File: config.mk
export PLATFORM = sky130hd
export DESIGN_NAME = chacha20_random_word_generator
export DESIGN_NICKNAME = d
export VERILOG_FILES = /design/src/hw/rtl/cc20_pkg.sv /design/src/hw/rtl/cc20_core.sv /design/src/hw/rtl/cc20_divu.sv /design/src/hw/rtl/chacha20_random_word_generator.sv
export SDC_FILE = /design/constraint.sdc
export NUM_CORES = 2
export LEC_CHECK = 0
export BUFFER_PORTS_ARGS = -buffer_cell sky130_fd_sc_hd__buf_2
export CORE_MARGIN = 1.5
export CORE_UTILIZATION = 60
export CTS_BUF_LIST = sky130_fd_sc_hd__clkbuf_16
export CTS_CLUSTER_DIAMETER = 80
export CTS_CLUSTER_SIZE = 24
export DETAILED_ROUTE_END_ITERATION = 6
export GPL_ROUTABILITY_DRIVEN = 0
export PLACE_DENSITY_LB_ADDON = 0.05
export SYNTH_ARGS = -nofsm -noshare
export SYNTH_HDL_FRONTEND = slang
export SYNTH_SLANG_ARGS = --single-unit
export TNS_END_PERCENT = 1
File: constraint.sdc
create_clock -name i_clk -period 35.7 [get_ports i_clk]
set_clock_uncertainty 0.05 [all_clocks]
set_input_delay 7.14 -clock i_clk [delete_from_list [all_inputs] [get_ports i_clk]]
set_output_delay 7.14 -clock i_clk [all_outputs]
set_load 0.05 [all_outputs]
File: src/hw/rtl/cc20_pkg.sv
// Package: shared types, constants and helpers for the ChaCha20 random word generator.
package cc20_pkg;

    localparam logic [31:0] C_SIGMA0 = 32'h61707865;
    localparam logic [31:0] C_SIGMA1 = 32'h3320646e;
    localparam logic [31:0] C_SIGMA2 = 32'h79622d32;
    localparam logic [31:0] C_SIGMA3 = 32'h6b206574;

    localparam int unsigned NumWords  = 16;
    localparam int unsigned NumDouble = 10;

    typedef enum logic [1:0] {
        FUNC_WORD    = 2'd0,
        FUNC_UNIFORM = 2'd1,
        FUNC_BYTE    = 2'd2,
        FUNC_NONE    = 2'd3
    } t_func;

    localparam logic [2:0] REG_KEY01 = 3'd0;
    localparam logic [2:0] REG_KEY23 = 3'd1;
    localparam logic [2:0] REG_KEY45 = 3'd2;
    localparam logic [2:0] REG_KEY67 = 3'd3;
    localparam logic [2:0] REG_NONCE = 3'd4;

    typedef enum logic [3:0] {
        ST_IDLE,
        ST_MOD_MIN,
        ST_BYTE,
        ST_BLK_START,
        ST_BLK_WAIT,
        ST_CHECK,
        ST_MOD_RES,
        ST_DONE
    } t_state;

    // status from block core to top
    typedef struct packed {
        logic busy;
        logic done;
    } t_blk_status;

    function automatic logic [31:0] rotl(input logic [31:0] x, input logic [4:0] n);
        rotl = (x << n) | (x >> (6'd32 - {1'b0, n}));
    endfunction

endpackage

File: src/hw/rtl/cc20_core.sv
// ChaCha20 block function: one quarter round per cycle on a shared quarter-round unit.
module cc20_core (
    input  logic                 i_clk,
    input  logic                 i_rst_n,
    input  logic                 i_start,
    input  logic [511:0]         i_block_in,
    output logic [31:0]          o_words [cc20_pkg::NumWords],
    output cc20_pkg::t_blk_status o_status
);

    logic [31:0] r_x [cc20_pkg::NumWords];
    logic [31:0] r_in [cc20_pkg::NumWords];
    logic [2:0]  r_qr;
    logic [3:0]  r_dr;
    logic        r_busy;
    logic        r_done;
    logic        r_fin;

    logic [3:0] s_a, s_b, s_c, s_d;
    logic [31:0] s_a0, s_b0, s_c0, s_d0;
    logic [31:0] s_a1, s_b1, s_c1, s_d1, s_a2, s_b2, s_c2, s_d2;

    always_comb begin
        case (r_qr)
            3'd0: begin s_a = 4'd0; s_b = 4'd4; s_c = 4'd8;  s_d = 4'd12; end
            3'd1: begin s_a = 4'd1; s_b = 4'd5; s_c = 4'd9;  s_d = 4'd13; end
            3'd2: begin s_a = 4'd2; s_b = 4'd6; s_c = 4'd10; s_d = 4'd14; end
            3'd3: begin s_a = 4'd3; s_b = 4'd7; s_c = 4'd11; s_d = 4'd15; end
            3'd4: begin s_a = 4'd0; s_b = 4'd5; s_c = 4'd10; s_d = 4'd15; end
            3'd5: begin s_a = 4'd1; s_b = 4'd6; s_c = 4'd11; s_d = 4'd12; end
            3'd6: begin s_a = 4'd2; s_b = 4'd7; s_c = 4'd8;  s_d = 4'd13; end
            default: begin s_a = 4'd3; s_b = 4'd4; s_c = 4'd9; s_d = 4'd14; end
        endcase
    end

    always_comb begin
        s_a0 = r_x[s_a];
        s_b0 = r_x[s_b];
        s_c0 = r_x[s_c];
        s_d0 = r_x[s_d];
        s_a1 = s_a0 + s_b0;
        s_d1 = cc20_pkg::rotl(s_d0 ^ s_a1, 5'd16);
        s_c1 = s_c0 + s_d1;
        s_b1 = cc20_pkg::rotl(s_b0 ^ s_c1, 5'd12);
        s_a2 = s_a1 + s_b1;
        s_d2 = cc20_pkg::rotl(s_d1 ^ s_a2, 5'd8);
        s_c2 = s_c1 + s_d2;
        s_b2 = cc20_pkg::rotl(s_b1 ^ s_c2, 5'd7);
    end

    always_ff @(posedge i_clk) begin
        if (!i_rst_n) begin
            r_busy <= 1'b0;
            r_done <= 1'b0;
            r_fin  <= 1'b0;
            r_qr   <= '0;
            r_dr   <= '0;
        end else begin
            r_done <= 1'b0;
            if (i_start && !r_busy) begin
                r_busy <= 1'b1;
                r_fin  <= 1'b0;
                r_qr   <= '0;
                r_dr   <= '0;
            end else if (r_busy && r_fin) begin
                r_busy <= 1'b0;
                r_fin  <= 1'b0;
                r_done <= 1'b1;
            end else if (r_busy) begin
                r_qr <= r_qr + 3'd1;
                if (r_qr == 3'd7) begin
                    r_dr <= r_dr + 4'd1;
                    if (r_dr == 4'(cc20_pkg::NumDouble - 1)) begin
                        r_fin <= 1'b1;
                    end
                end
            end
        end
    end

    always_ff @(posedge i_clk) begin
        if (i_start && !r_busy) begin
            for (int i = 0; i < cc20_pkg::NumWords; i++) begin
                r_x[i]  <= i_block_in[32*i +: 32];
                r_in[i] <= i_block_in[32*i +: 32];
            end
        end else if (r_busy && r_fin) begin
            for (int i = 0; i < cc20_pkg::NumWords; i++) begin
                r_x[i] <= r_x[i] + r_in[i];
            end
        end else if (r_busy) begin
            r_x[s_a] <= s_a2;
            r_x[s_b] <= s_b2;
            r_x[s_c] <= s_c2;
            r_x[s_d] <= s_d2;
        end
    end

    assign o_words = r_x;
    assign o_status.busy = r_busy;
    assign o_status.done = r_done;

`ifndef NO_ASSERTIONS
    a_done_after_busy: assert property (@(posedge i_clk) disable iff (!i_rst_n)
        o_status.done |-> $past(r_busy)) else $error("done without busy");
    a_done_pulse: assert property (@(posedge i_clk) disable iff (!i_rst_n)
        o_status.done |=> !o_status.done) else $error("done held");
    a_fin_idle: assert property (@(posedge i_clk) disable iff (!i_rst_n)
        r_fin |-> r_busy) else $error("finish while idle");
`endif

endmodule

File: src/hw/rtl/cc20_divu.sv
// Restoring 32-bit unsigned remainder, one quotient bit per cycle.
module cc20_divu (
    input  logic        i_clk,
    input  logic        i_rst_n,
    input  logic        i_start,
    input  logic [31:0] i_dividend,
    input  logic [31:0] i_divisor,
    output logic [31:0] o_rem,
    output logic        o_done
);

    logic [31:0] r_num;
    logic [32:0] r_rem;
    logic [31:0] r_den;
    logic [5:0]  r_cnt;
    logic        r_busy;
    logic        r_done;
    logic [32:0] s_sh;
    logic [33:0] s_diff;

    assign s_sh   = {r_rem[31:0], r_num[31]};
    assign s_diff = {1'b0, s_sh} - {2'b00, r_den};

    always_ff @(posedge i_clk) begin
        if (!i_rst_n) begin
            r_busy <= 1'b0;
            r_done <= 1'b0;
            r_cnt  <= '0;
        end else begin
            r_done <= 1'b0;
            if (i_start && !r_busy) begin
                r_busy <= 1'b1;
                r_cnt  <= 6'd32;
            end else if (r_busy) begin
                r_cnt <= r_cnt - 6'd1;
                if (r_cnt == 6'd1) begin
                    r_busy <= 1'b0;
                    r_done <= 1'b1;
                end
            end
        end
    end

    always_ff @(posedge i_clk) begin
        if (i_start && !r_busy) begin
            r_num <= i_dividend;
            r_den <= i_divisor;
            r_rem <= '0;
        end else if (r_busy) begin
            r_num <= {r_num[30:0], 1'b0};
            r_rem <= s_diff[33] ? s_sh : s_diff[32:0];
        end
    end

    assign o_rem  = r_rem[31:0];
    assign o_done = r_done;

`ifndef NO_ASSERTIONS
    a_rem_lt: assert property (@(posedge i_clk) disable iff (!i_rst_n)
        (o_done && r_den != 32'd0) |-> (r_rem[31:0] < r_den)) else $error("rem too big");
    a_done_pulse: assert property (@(posedge i_clk) disable iff (!i_rst_n)
        o_done |=> !o_done) else $error("done held");
    a_done_busy: assert property (@(posedge i_clk) disable iff (!i_rst_n)
        o_done |-> $past(r_busy)) else $error("done without busy");
`endif

endmodule

File: src/hw/rtl/chacha20_random_word_generator.sv
// Top level: ChaCha20 keystream random source with APB configuration and stream ports.
// Each request runs from acceptance to its result through a byte sequencer, one keystream
// byte per step (one for a byte, four for a word), then a check and a hand-off state.
// Whenever the 64-byte buffer runs empty, a block is computed on a single shared
// quarter-round unit, 80 quarter rounds plus start, add-back and handshake.
// Uniform mode adds a serial remainder for the rejection threshold and another per
// accepted draw, plus one word per rejected draw. Bounds below two and code three go
// from acceptance straight to the hand-off state. The next request is taken in the cycle
// after the result has left m_tdata.
module chacha20_random_word_generator (
    input  logic        i_clk,
    input  logic        i_rst_n,
    input  logic        psel,
    input  logic        penable,
    input  logic        pwrite,
    input  logic [5:0]  paddr,
    input  logic [63:0] pwdata,
    output logic [63:0] prdata,
    output logic        pready,
    input  logic        s_tvalid,
    output logic        s_tready,
    input  logic [39:0] s_tdata,   // [1:0] func, [33:2] limit, [39:34] zero
    output logic        m_tvalid,
    input  logic        m_tready,
    output logic [31:0] m_tdata    // [31:0] random_value
);

    logic [63:0] r_cfg [5];
    logic [63:0] r_ctr;
    logic [6:0]  r_left;
    logic [31:0] r_ks [cc20_pkg::NumWords];
    cc20_pkg::t_state r_st, n_st;
    logic [1:0]  r_func;
    logic [31:0] r_bound;
    logic [31:0] r_min;
    logic [31:0] r_acc;
    logic [1:0]  r_bcnt;
    logic [1:0]  r_need;
    logic [31:0] r_out;
    logic        r_mvalid;
    logic        r_wantmin;

    logic [2:0]  s_idx;
    logic [5:0]  s_pos;
    logic [31:0] s_w;
    logic [7:0]  s_byte;
    logic        s_wr;
    logic        s_blk_start;
    logic        s_div_start;
    logic [31:0] s_div_a;
    logic [511:0] s_blk_in;
    logic [31:0] s_words [cc20_pkg::NumWords];
    cc20_pkg::t_blk_status s_bst;
    logic [31:0] s_rem;
    logic        s_div_done;
    logic        s_acc_full;

    assign pready = 1'b1;
    assign s_idx  = paddr[5:3];
    assign s_wr   = psel && penable && pwrite;
    always_comb begin
        prdata = '0;
        if (s_idx <= cc20_pkg::REG_NONCE) begin
            prdata = r_cfg[s_idx];
        end
    end

    always_ff @(posedge i_clk) begin
        if (!i_rst_n) begin
            for (int i = 0; i < 5; i++) begin
                r_cfg[i] <= '0;
            end
        end else if (s_wr && s_idx <= cc20_pkg::REG_NONCE) begin
            r_cfg[s_idx] <= pwdata;
        end
    end

    assign s_blk_in = {r_cfg[cc20_pkg::REG_NONCE], r_ctr,
                       r_cfg[cc20_pkg::REG_KEY67], r_cfg[cc20_pkg::REG_KEY45],
                       r_cfg[cc20_pkg::REG_KEY23], r_cfg[cc20_pkg::REG_KEY01],
                       cc20_pkg::C_SIGMA3, cc20_pkg::C_SIGMA2,
                       cc20_pkg::C_SIGMA1, cc20_pkg::C_SIGMA0};

    cc20_core u_core (
        .i_clk      (i_clk),
        .i_rst_n    (i_rst_n),
        .i_start    (s_blk_start),
        .i_block_in (s_blk_in),
        .o_words    (s_words),
        .o_status   (s_bst)
    );

    cc20_divu u_div (
        .i_clk      (i_clk),
        .i_rst_n    (i_rst_n),
        .i_start    (s_div_start),
        .i_dividend (s_div_a),
        .i_divisor  (r_bound),
        .o_rem      (s_rem),
        .o_done     (s_div_done)
    );

    assign s_pos  = 6'(7'd64 - r_left);
    assign s_w    = r_ks[s_pos[5:2]];
    assign s_byte = s_w[8*s_pos[1:0] +: 8];
    assign s_acc_full = (r_bcnt == r_need);
    assign s_div_a = r_wantmin ? (32'd0 - r_bound) : r_acc;

    always_comb begin
        n_st = r_st;
        case (r_st)
            cc20_pkg::ST_IDLE: begin
                if (s_tvalid && s_tready) begin
                    if (s_tdata[1:0] == cc20_pkg::FUNC_NONE ||
                        (s_tdata[1:0] == cc20_pkg::FUNC_UNIFORM && s_tdata[33:3] == '0)) begin
                        n_st = cc20_pkg::ST_DONE;
                    end else if (s_tdata[1:0] == cc20_pkg::FUNC_UNIFORM) begin
                        n_st = cc20_pkg::ST_MOD_MIN;
                    end else begin
                        n_st = cc20_pkg::ST_BYTE;
                    end
                end
            end
            cc20_pkg::ST_MOD_MIN: if (s_div_done) n_st = cc20_pkg::ST_BYTE;
            cc20_pkg::ST_BYTE: begin
                if (r_left == 7'd0 || r_left > 7'd64) n_st = cc20_pkg::ST_BLK_START;
                else if (s_acc_full) n_st = cc20_pkg::ST_CHECK;
            end
            cc20_pkg::ST_BLK_START: n_st = cc20_pkg::ST_BLK_WAIT;
            cc20_pkg::ST_BLK_WAIT: if (s_bst.done) n_st = cc20_pkg::ST_BYTE;
            cc20_pkg::ST_CHECK: begin
                if (r_func != cc20_pkg::FUNC_UNIFORM) n_st = cc20_pkg::ST_DONE;
                else if (r_acc < r_min) n_st = cc20_pkg::ST_BYTE;
                else n_st = cc20_pkg::ST_MOD_RES;
            end
            cc20_pkg::ST_MOD_RES: if (s_div_done) n_st = cc20_pkg::ST_DONE;
            cc20_pkg::ST_DONE: if (!r_mvalid || m_tready) n_st = cc20_pkg::ST_IDLE;
            default: n_st = cc20_pkg::ST_IDLE;
        endcase
    end

    always_comb begin
        s_tready    = 1'b0;
        s_blk_start = 1'b0;
        s_div_start = 1'b0;
        case (r_st)
            cc20_pkg::ST_IDLE:      s_tready = !r_mvalid;
            cc20_pkg::ST_MOD_MIN:   s_div_start = !s_div_done;
            cc20_pkg::ST_BLK_START: s_blk_start = 1'b1;
            cc20_pkg::ST_MOD_RES:   s_div_start = !s_div_done;
            default: ;
        endcase
    end

    always_ff @(posedge i_clk) begin
        if (!i_rst_n) begin
            r_st     <= cc20_pkg::ST_IDLE;
            r_ctr    <= '0;
            r_left   <= '0;
            r_mvalid <= 1'b0;
            r_bcnt   <= '0;
        end else begin
            r_st <= n_st;
            if (r_st == cc20_pkg::ST_DONE && (!r_mvalid || m_tready)) begin
                r_mvalid <= 1'b1;
            end else if (m_tvalid && m_tready) begin
                r_mvalid <= 1'b0;
            end
            case (r_st)
                cc20_pkg::ST_IDLE: r_bcnt <= '0;
                cc20_pkg::ST_BYTE: begin
                    if (!(r_left == 7'd0 || r_left > 7'd64)) begin
                        r_left <= r_left - 7'd1;
                        if (!s_acc_full) r_bcnt <= r_bcnt + 2'd1;
                    end
                end
                cc20_pkg::ST_BLK_WAIT: begin
                    if (s_bst.done) begin
                        r_left <= 7'd64;
                        r_ctr  <= r_ctr + 64'd1;
                    end
                end
                cc20_pkg::ST_CHECK: r_bcnt <= '0;
                default: ;
            endcase
        end
    end

    // s_acc_full tests one step early: r_need is last byte index
    always_ff @(posedge i_clk) begin
        case (r_st)
            cc20_pkg::ST_IDLE: begin
                r_func    <= s_tdata[1:0];
                r_bound   <= s_tdata[33:2];
                r_need    <= (s_tdata[1:0] == cc20_pkg::FUNC_BYTE) ? 2'd0 : 2'd3;
                r_acc     <= '0;
                r_wantmin <= 1'b1;
                r_min     <= '0;
                if (s_tvalid && s_tready) r_out <= '0;
            end
            cc20_pkg::ST_MOD_MIN: if (s_div_done) begin
                r_min     <= s_rem;
                r_wantmin <= 1'b0;
            end
            cc20_pkg::ST_BYTE: begin
                if (!(r_left == 7'd0 || r_left > 7'd64)) begin
                    r_acc[8*r_bcnt +: 8] <= s_byte;
                end
            end
            cc20_pkg::ST_CHECK: if (r_func != cc20_pkg::FUNC_UNIFORM) r_out <= r_acc;
            cc20_pkg::ST_MOD_RES: if (s_div_done) r_out <= s_rem;
            default: ;
        endcase
        if (r_st == cc20_pkg::ST_BLK_WAIT && s_bst.done) begin
            r_ks <= s_words;
        end
    end

    assign m_tvalid = r_mvalid;
    assign m_tdata  = r_out;

`ifndef NO_ASSERTIONS
    a_left_range: assert property (@(posedge i_clk) disable iff (!i_rst_n)
        r_left <= 7'd64) else $error("byte count out of range");
    a_ctr_step: assert property (@(posedge i_clk) disable iff (!i_rst_n)
        (r_st == cc20_pkg::ST_BLK_WAIT && s_bst.done) |=> r_ctr == $past(r_ctr) + 64'd1)
        else $error("counter step");
    a_no_take_busy: assert property (@(posedge i_clk) disable iff (!i_rst_n)
        s_tready |-> r_st == cc20_pkg::ST_IDLE) else $error("ready while busy");
    a_blk_idle: assert property (@(posedge i_clk) disable iff (!i_rst_n)
        s_blk_start |-> !s_bst.busy) else $error("block start while busy");
`endif

endmodule

* Yosys cells after proc, flatten, opt, wreduce, memory -nomap -nowiden
Memory sizes are Yosys's and may differ from the RTL's.
Cells that the tools add are included.
** Word-level totals
- Register bits after elaboration :: 1349
- RAM bits :: 832
- Input bits :: 117
- Output and inout port bits :: 99
- Logic and storage cells :: 305
- Memories :: 2
** Operators by class
- $add $sub $neg :: 30
- $lt $le $gt $ge :: 12
- Equal/unequal tests :: 30
- Shift operators :: 3
- Mux-type cells :: 91
- Bitwise operators :: 16
- Reductions and logical operators :: 65
** Memory list
- u_core.r_in :: words 16, width 32, rd ports 16, clocked after memory_dff 0, write ports 16, line cc20_core.sv:12 : logic [31:0] r_in [cc20_pkg::NumWords];
- r_cfg :: words 5, width 64, rd ports 6, clocked after memory_dff 0, write ports 5, line chacha20_random_word_generator.sv:28 : logic [63:0] r_cfg [5];
** Operators by type and width (count)
- $bwmux 512 :: 4
- $mux 512 :: 2
- $mux 32 :: 22
- $add 32x32->32 :: 20
- $bmux 32 s4 :: 5
- $demux 32 s4 :: 4
- $mux 384 :: 1
- $mux 64 :: 2
- $pmux 32 s2 :: 2
- $xor 32x32->32 :: 4
- $pmux 32 s3 :: 1
- $add 64x1->64 const B :: 1
- $reduce_or 64->1 :: 1
- $neg 5->34 :: 1
- $shift 8x34->32 const A :: 1
- $shiftx 8x34->32 :: 1
- $sub 33x32->34 :: 1
- $bwmux 32 :: 1
- $lt 32x32->1 :: 1
- $or 32x12->32 :: 1
- $or 32x16->32 :: 1
- $or 32x7->32 :: 1
- $or 32x8->32 :: 1
- $pmux 4 s8 :: 1
- 54 further kinds :: 167

* Longest topological paths before layout
- Depth in word-level cells :: 25
- Depth in mapped cells :: 69

* Hierarchy
From an unflattened synthesis, not the netlist that was laid out.
** Unflattened totals
- Cells, all modules :: 11545
- Area total of the unflattened synthesis :: 131413.5 sq um
** Modules (own cells, without submodules)
- cc20_core :: times used 1, cells an instance 7513, area an instance 74520.2 sq um, seq. area each 30949.7 sq um
- chacha20_random_word_generator :: times used 1, cells an instance 3455, area an instance 51016.4 sq um, seq. area each 36164.7 sq um
- cc20_divu :: times used 1, cells an instance 577, area an instance 5876.9 sq um, seq. area each 2722.6 sq um

* Least setup slack after synthesis
OpenSTA, ideal clock, no wires.
- Kind :: register to register
- Start :: reg r_st[0]
- End :: reg r_ctr[58]
- Library setup time :: 76 ps
- Data arrival time :: 18738 ps
- Data required time :: 35574 ps
- Path slack :: 16836 ps
- Cell stages (with the launch flop) :: 15
- Buffers on the path :: 2
- Clock period less this slack :: 18864 ps
- Path through :: dfxtp_1 -> clkbuf_1 -> nor2_1 -> and3_1 -> clkbuf_1 -> nand3_1 -> nor3_1 -> and3_1 -> nand4_1 -> nor2_1 -> nand4_1 -> nor3_1 -> nand2_1 -> or3_1 -> a21boi_0
** Between the ends
- Word-level cells in the longest chain between the ends :: 2
** RTL lines
- start: declaration :: line chacha20_random_word_generator.sv:32 : cc20_pkg::t_state r_st, n_st;
- start signal: assignment :: line chacha20_random_word_generator.sv:157 : r_st <= cc20_pkg::ST_IDLE;
- start signal: assignment :: line chacha20_random_word_generator.sv:163 : r_st <= n_st;
- $eq 4x3->1 :: line chacha20_random_word_generator.sv:169 : case (r_st)
- $reduce_and 2->1 (no source line)
- end signal: assignment :: line chacha20_random_word_generator.sv:180 : r_ctr <= r_ctr + 64'd1;
- end: declaration :: line chacha20_random_word_generator.sv:29 : logic [63:0] r_ctr;
No other way between the ends.
A chain may end at the register's enable or synchronous reset.

* Final worst setup path
- Start :: reg u_core.r_qr[0]
- End :: reg u_core.r_x, in the netlist u_core.o_words[326], data pin
** Between the ends
- Word-level cells in the longest chain between the ends :: 25
- Elaborated cells between the ends (all ways) :: 78
- Classes of those cells :: add/sub (4); order compare (8); eq/ne (6); mux (31); bitwise (12); reduce/logical (17)
** RTL lines
- start: declaration :: line cc20_core.sv:13 : logic [2:0] r_qr;
- start signal: assignment :: line cc20_core.sv:70 : r_qr <= r_qr + 3'd1;
- $eq 3x2->1 (tied with other cells) :: line cc20_core.sv:24 : case (r_qr)
- $reduce_or 2->1 (no source line)
- $pmux 2 s3 :: line cc20_core.sv:24
- $not 4->5 (implied by the code) / $not 3->5 (equally long branches) :: line cc20_core.sv:92, cc20_core.sv:38, cc20_core.sv:93
- $bmux 32 s4 (on tied branches) :: line cc20_core.sv:37, cc20_core.sv:38
- $mux 32 (on tied branches) (2 in a row) :: line cc20_core.sv:37, cc20_core.sv:38
- $add 32x32->32 :: line cc20_core.sv:41 : s_a1 = s_a0 + s_b0;
- $xor 32x32->32 :: line cc20_core.sv:42 : s_d1 = cc20_pkg::rotl(s_d0 ^ s_a1, 5'd16);
- (+8 left out)
- $xor 32x32->32 :: line cc20_core.sv:48 : s_b2 = cc20_pkg::rotl(s_b1 ^ s_c2, 5'd7);
- $or 32x7->32 :: line cc20_pkg.sv:43 : rotl = (x << n) | (x >> (6'd32 - {1'b0, n}));
- $bwmux 512 :: line cc20_core.sv:93 : r_x[s_b] <= s_b2;
- $bwmux 512 :: line cc20_core.sv:94 : r_x[s_c] <= s_c2;
- $bwmux 512 (*) :: line cc20_core.sv:95 : r_x[s_d] <= s_d2;
- $mux 512 (*) :: line cc20_core.sv:91 : end else if (r_busy) begin
- $mux 512 (*) :: line cc20_core.sv:87 : end else if (r_busy && r_fin) begin
- $mux 384 (*) :: line cc20_core.sv:82 : if (i_start && !r_busy) begin
- end signal: indexed assignment :: line cc20_core.sv:84 : r_x[i] <= i_block_in[32*i +: 32];
- end signal: indexed assignment :: line cc20_core.sv:89 : r_x[i] <= r_x[i] + r_in[i];
- end: declaration :: line cc20_core.sv:11 : logic [31:0] r_x [cc20_pkg::NumWords];
Mark *: on every way between the ends. The rest lies on a longest branch, timed or not. The select of a mux whose other input is x is not followed.

==> impl_metrics.py <==
metrics = {
    "logic_synthesis": {
        "yosysSeqAreaShare_pct": 53.5,
        "syn-instance-count": 10600,
        "synth_flop_cell": "edfxtp_1",
        "yosysTopAreaCellShare_pct": 49.3,
        "ys_types": 117,
        "syn_area_sq_um": 121000,
        "yosys_warnings": 0,
        "synth_edf_count": 1988,
        "yosys-top-cells-area": "edfxtp_1, ha_1, dfxtp_1",
        "syn_avg_cell_area_sq_um": 11.4,
        "async_flop_share_pct": 0,
        "synth-seq-cells": 2243,
        "synth_top_cell_by_area": "edfxtp_1",
    },
    "clock_network": {
        "post_cts_buffers": 0,
        "clk_latency_ns": 0.87,
        "cts_tree": "done",
        "cts_resized": 0,
        "htree_levels": 3,
        "path_clk_slew_ns": 0.10,
        "cts-buffers-inserted": 121,
        "cts.sinks": 2243,
        "root_buffer": "clkbuf_16",
        "postCtsHoldBufs": 0,
        "clock_path_buffers": 3,
    },
    "timing": {
        "min_period_over_period_pct": 56.3,
        "setup_tns_ns": 0,
        "hold_violations": 0,
        "period_minus_slack_ns": 20.11,
        "finalSetupViolations": 0,
        "final-max-slew-violation-count": 11,
        "whs_ns": 0.409,
        "rsz0062_at_grt": "false",
        "relSlewSlack_pct": -2.33,
        "max_freq_ghz": 0.0497,
        "worst_pin_slew_ns": 1.53,
    },
    "layout": {
        "multi_input_area_sq_um": 54300,
        "nNetsFinal": 11500,
        "fillers": 15300,
        "register_area_sq_um": 64800,
        "area_growth_pct": 7.76,
        "drive_gt1_share_pct": 8.89,
        "instances_no_fill": 13600,
    },
    "route": {
        "avgRoutedWirePerCell_um": 32.5,
        "maxUsedRoutingLayer": "met5",
        "wl_met1_mm": 160,
        "drc_errors": 20,
        "dr_wl_met2_mm": 182,
        "dr.first_iter.drc_count": 15400,
        "via_per_inst": 7.01,
        "first_pass_iters": 7,
        "dr_wl_met3_mm": 60.4,
        "wl_mm": 442,
        "vias": 95400,
        "drtAntennaViolNets": 0,
    },
    "floorplanning": {
        "io_pins": 216,
        "core_area_sq_um": 200000,
        "die_w_um": 452,
        "num_rows": 164,
        "dieArea_sq_um": 205000,
        "dieHeight_um": 452,
        "start_util_pct": 60.5,
    },
    "grt": {
        "antenna_found_initial": 51,
        "grt_usage_pct": 42.4,
        "grt_pass1_vias": 87700,
        "grt_max_degree": 107,
        "grt-ovfl-total": 0,
        "grt_pass1_wl_mm": 621,
    },
    "setup_path": {
        "slowest_stage": "xor2_1",
        "crit_required_ns": 36.21,
        "worstPathArrival_ns": 20.62,
        "cp-end-kind": "register",
        "cpPeakStageDelay_ns": 1.20,
        "start_kind": "register",
        "cp_max_fo": 31,
        "worstSetupPathType": "register to register",
    },
    "placement": {
        "hpwl_mm": 328,
        "portBuffers": 205,
        "placedCellCount": 13300,
    },
    "outcome": {
        "failed_checks": "DRC, capacitance limit, slew limit",
        "outcome": "finished, violations left",
    },
    "job": {
        "maxCapViolCount": 4,
    },
    "min_path": {
        "hp-class": "register to register",
    },
}
## final cells by class
cell class,count,area share [%]
Clock inverter,95,0.749
Tap cell,2656,2.55
Timing Repair Buffer,410,2.01
Inverter,319,0.923
Antenna cell,48,0.0920
Multi-Input combinational cell,7701,41.6
Sequential cell,2243,49.7
Clock buffer,126,2.42
## per-stage QoR
| step | util, % | area (sq um) | setup slack [ns] |
|---|---|---|---|
| floorplan | - | 122000 | 16.84 |
| global placement | 63.1 | 126000 | 17.51 |
| detailed placement | 63.1 | 126000 | 17.14 |
| CTS | 65.2 | 130000 | 17.10 |
| global route | 65.2 | 130000 | 15.71 |
| finish | 65.2 | 131000 | 15.59 |
## layout by cell type (no fill, tap or decap), drive strengths merged, types with 36 or more instances in the layout
master / synthesis / layout
a22oi: 329 / 329
nand2: 513 / 513
a22o: 91 / 91
a21boi: 62 / 62
a221oi: 298 / 298
o21bai: 80 / 80
ha: 578 / 578
clkbuf: 442 / 126
a21oi: 647 / 647
and3: 357 / 357
mux4: 199 / 199
edfxtp: 1988 / 1988
nand4: 39 / 39
nor3: 237 / 237
nor2: 1269 / 1269
diode: 0 / 48
a211oi: 60 / 60
nor2b: 128 / 128
and2: 160 / 160
buf: 73 / 410
or3: 78 / 78
nor4: 49 / 49
a21o: 181 / 181
a41oi: 44 / 44
conb: 2 / 193
inv: 318 / 373
nand3: 160 / 160
xor2: 256 / 256
o21ai: 459 / 459
nand2b: 79 / 79
o21a: 70 / 70
mux2i: 48 / 48
xnor2: 445 / 445
a31oi: 81 / 81
o221ai: 36 / 36
dfxtp: 255 / 255
o22ai: 58 / 58
## logic make-up after synthesis
| kind of cell | count (synthesis) | synth area share (%) |
|---|---|---|
| AO/OA/AOI/OAI | 2774 | 15.7 |
| XOR/XNOR | 707 | 5.23 |
| adder cells (fa/ha/maj) | 600 | 6.30 |
| buffers and inverters | 834 | 2.63 |
| flip-flops | 2243 | 53.5 |
| multiplexers | 255 | 4.18 |
| other | 2 | 0.00620 |
| AND/OR/NAND/NOR | 3172 | 12.5 |
## sequential cells by signal (all words and copies together) (netlist names), 2 cells and up
signal / count
r_cfg: 512
r_ks: 512
u_core.o_words: 512
u_core.r_in: 384
r_ctr: 64
m_tdata: 32
r_acc: 32
r_bound: 32
r_min: 32
u_div.r_den: 32
u_div.r_num: 32
u_div.r_rem: 32
r_left: 7
u_div.r_cnt: 6
u_core.r_dr: 4
r_st: 3
u_core.r_qr: 3
r_bcnt: 2
r_func: 2
## per-layer routing
layer  vias up  track usage, %
met1     46900            55.2
li1      40600               -
met2      6594            59.7
met5         -           0.863
met3      1261            13.2
met4        24            30.8
## Yosys cell counts (79+ instances only)
cell,count
a21o_1,181
a21oi_1,642
a221oi_1,295
a22o_1,91
a22oi_1,328
a31oi_1,81
and2_1,160
and3_1,356
clkbuf_1,441
dfxtp_1,255
edfxtp_1,1988
ha_1,578
inv_1,317
mux4_2,199
nand2_1,513
nand2b_1,79
nand3_1,158
nor2_1,1266
nor2b_1,128
nor3_1,236
o21ai_0,447
o21bai_1,80
xnor2_1,439
xor2_1,254
## worst max-delay path: cells and delay by family (launching register included)
family          cells  cell delay, ns
compound gates     25            6.76
xor+xnor            9            5.28
simple gates       12            3.18
fa+ha+maj           5            2.12
buf+inv             4            1.21
mux                 1            0.76
flops               1            0.37
## worst paths after layout
kind                                         start  slack (ns)                            end  depth (start not counted)
hold / removal    u_core.o_words[448]$_SDFFE_PP0P_        0.41            r_ks[448]$_DFFE_PP_                          0
setup / recovery       u_core.r_qr[0]$_SDFFE_PP0P_       15.59  u_core.o_words[326]$_DFFE_PP_                         56
setup reg to reg       u_core.r_qr[0]$_SDFFE_PP0P_       15.59  u_core.o_words[326]$_DFFE_PP_                         56
hold reg to reg   u_core.o_words[448]$_SDFFE_PP0P_        0.41            r_ks[448]$_DFFE_PP_                          0
Power is left out: the tool's default activity adds up to more than one toggle a clock period on the data nets, which glitch-free logic cannot reach.
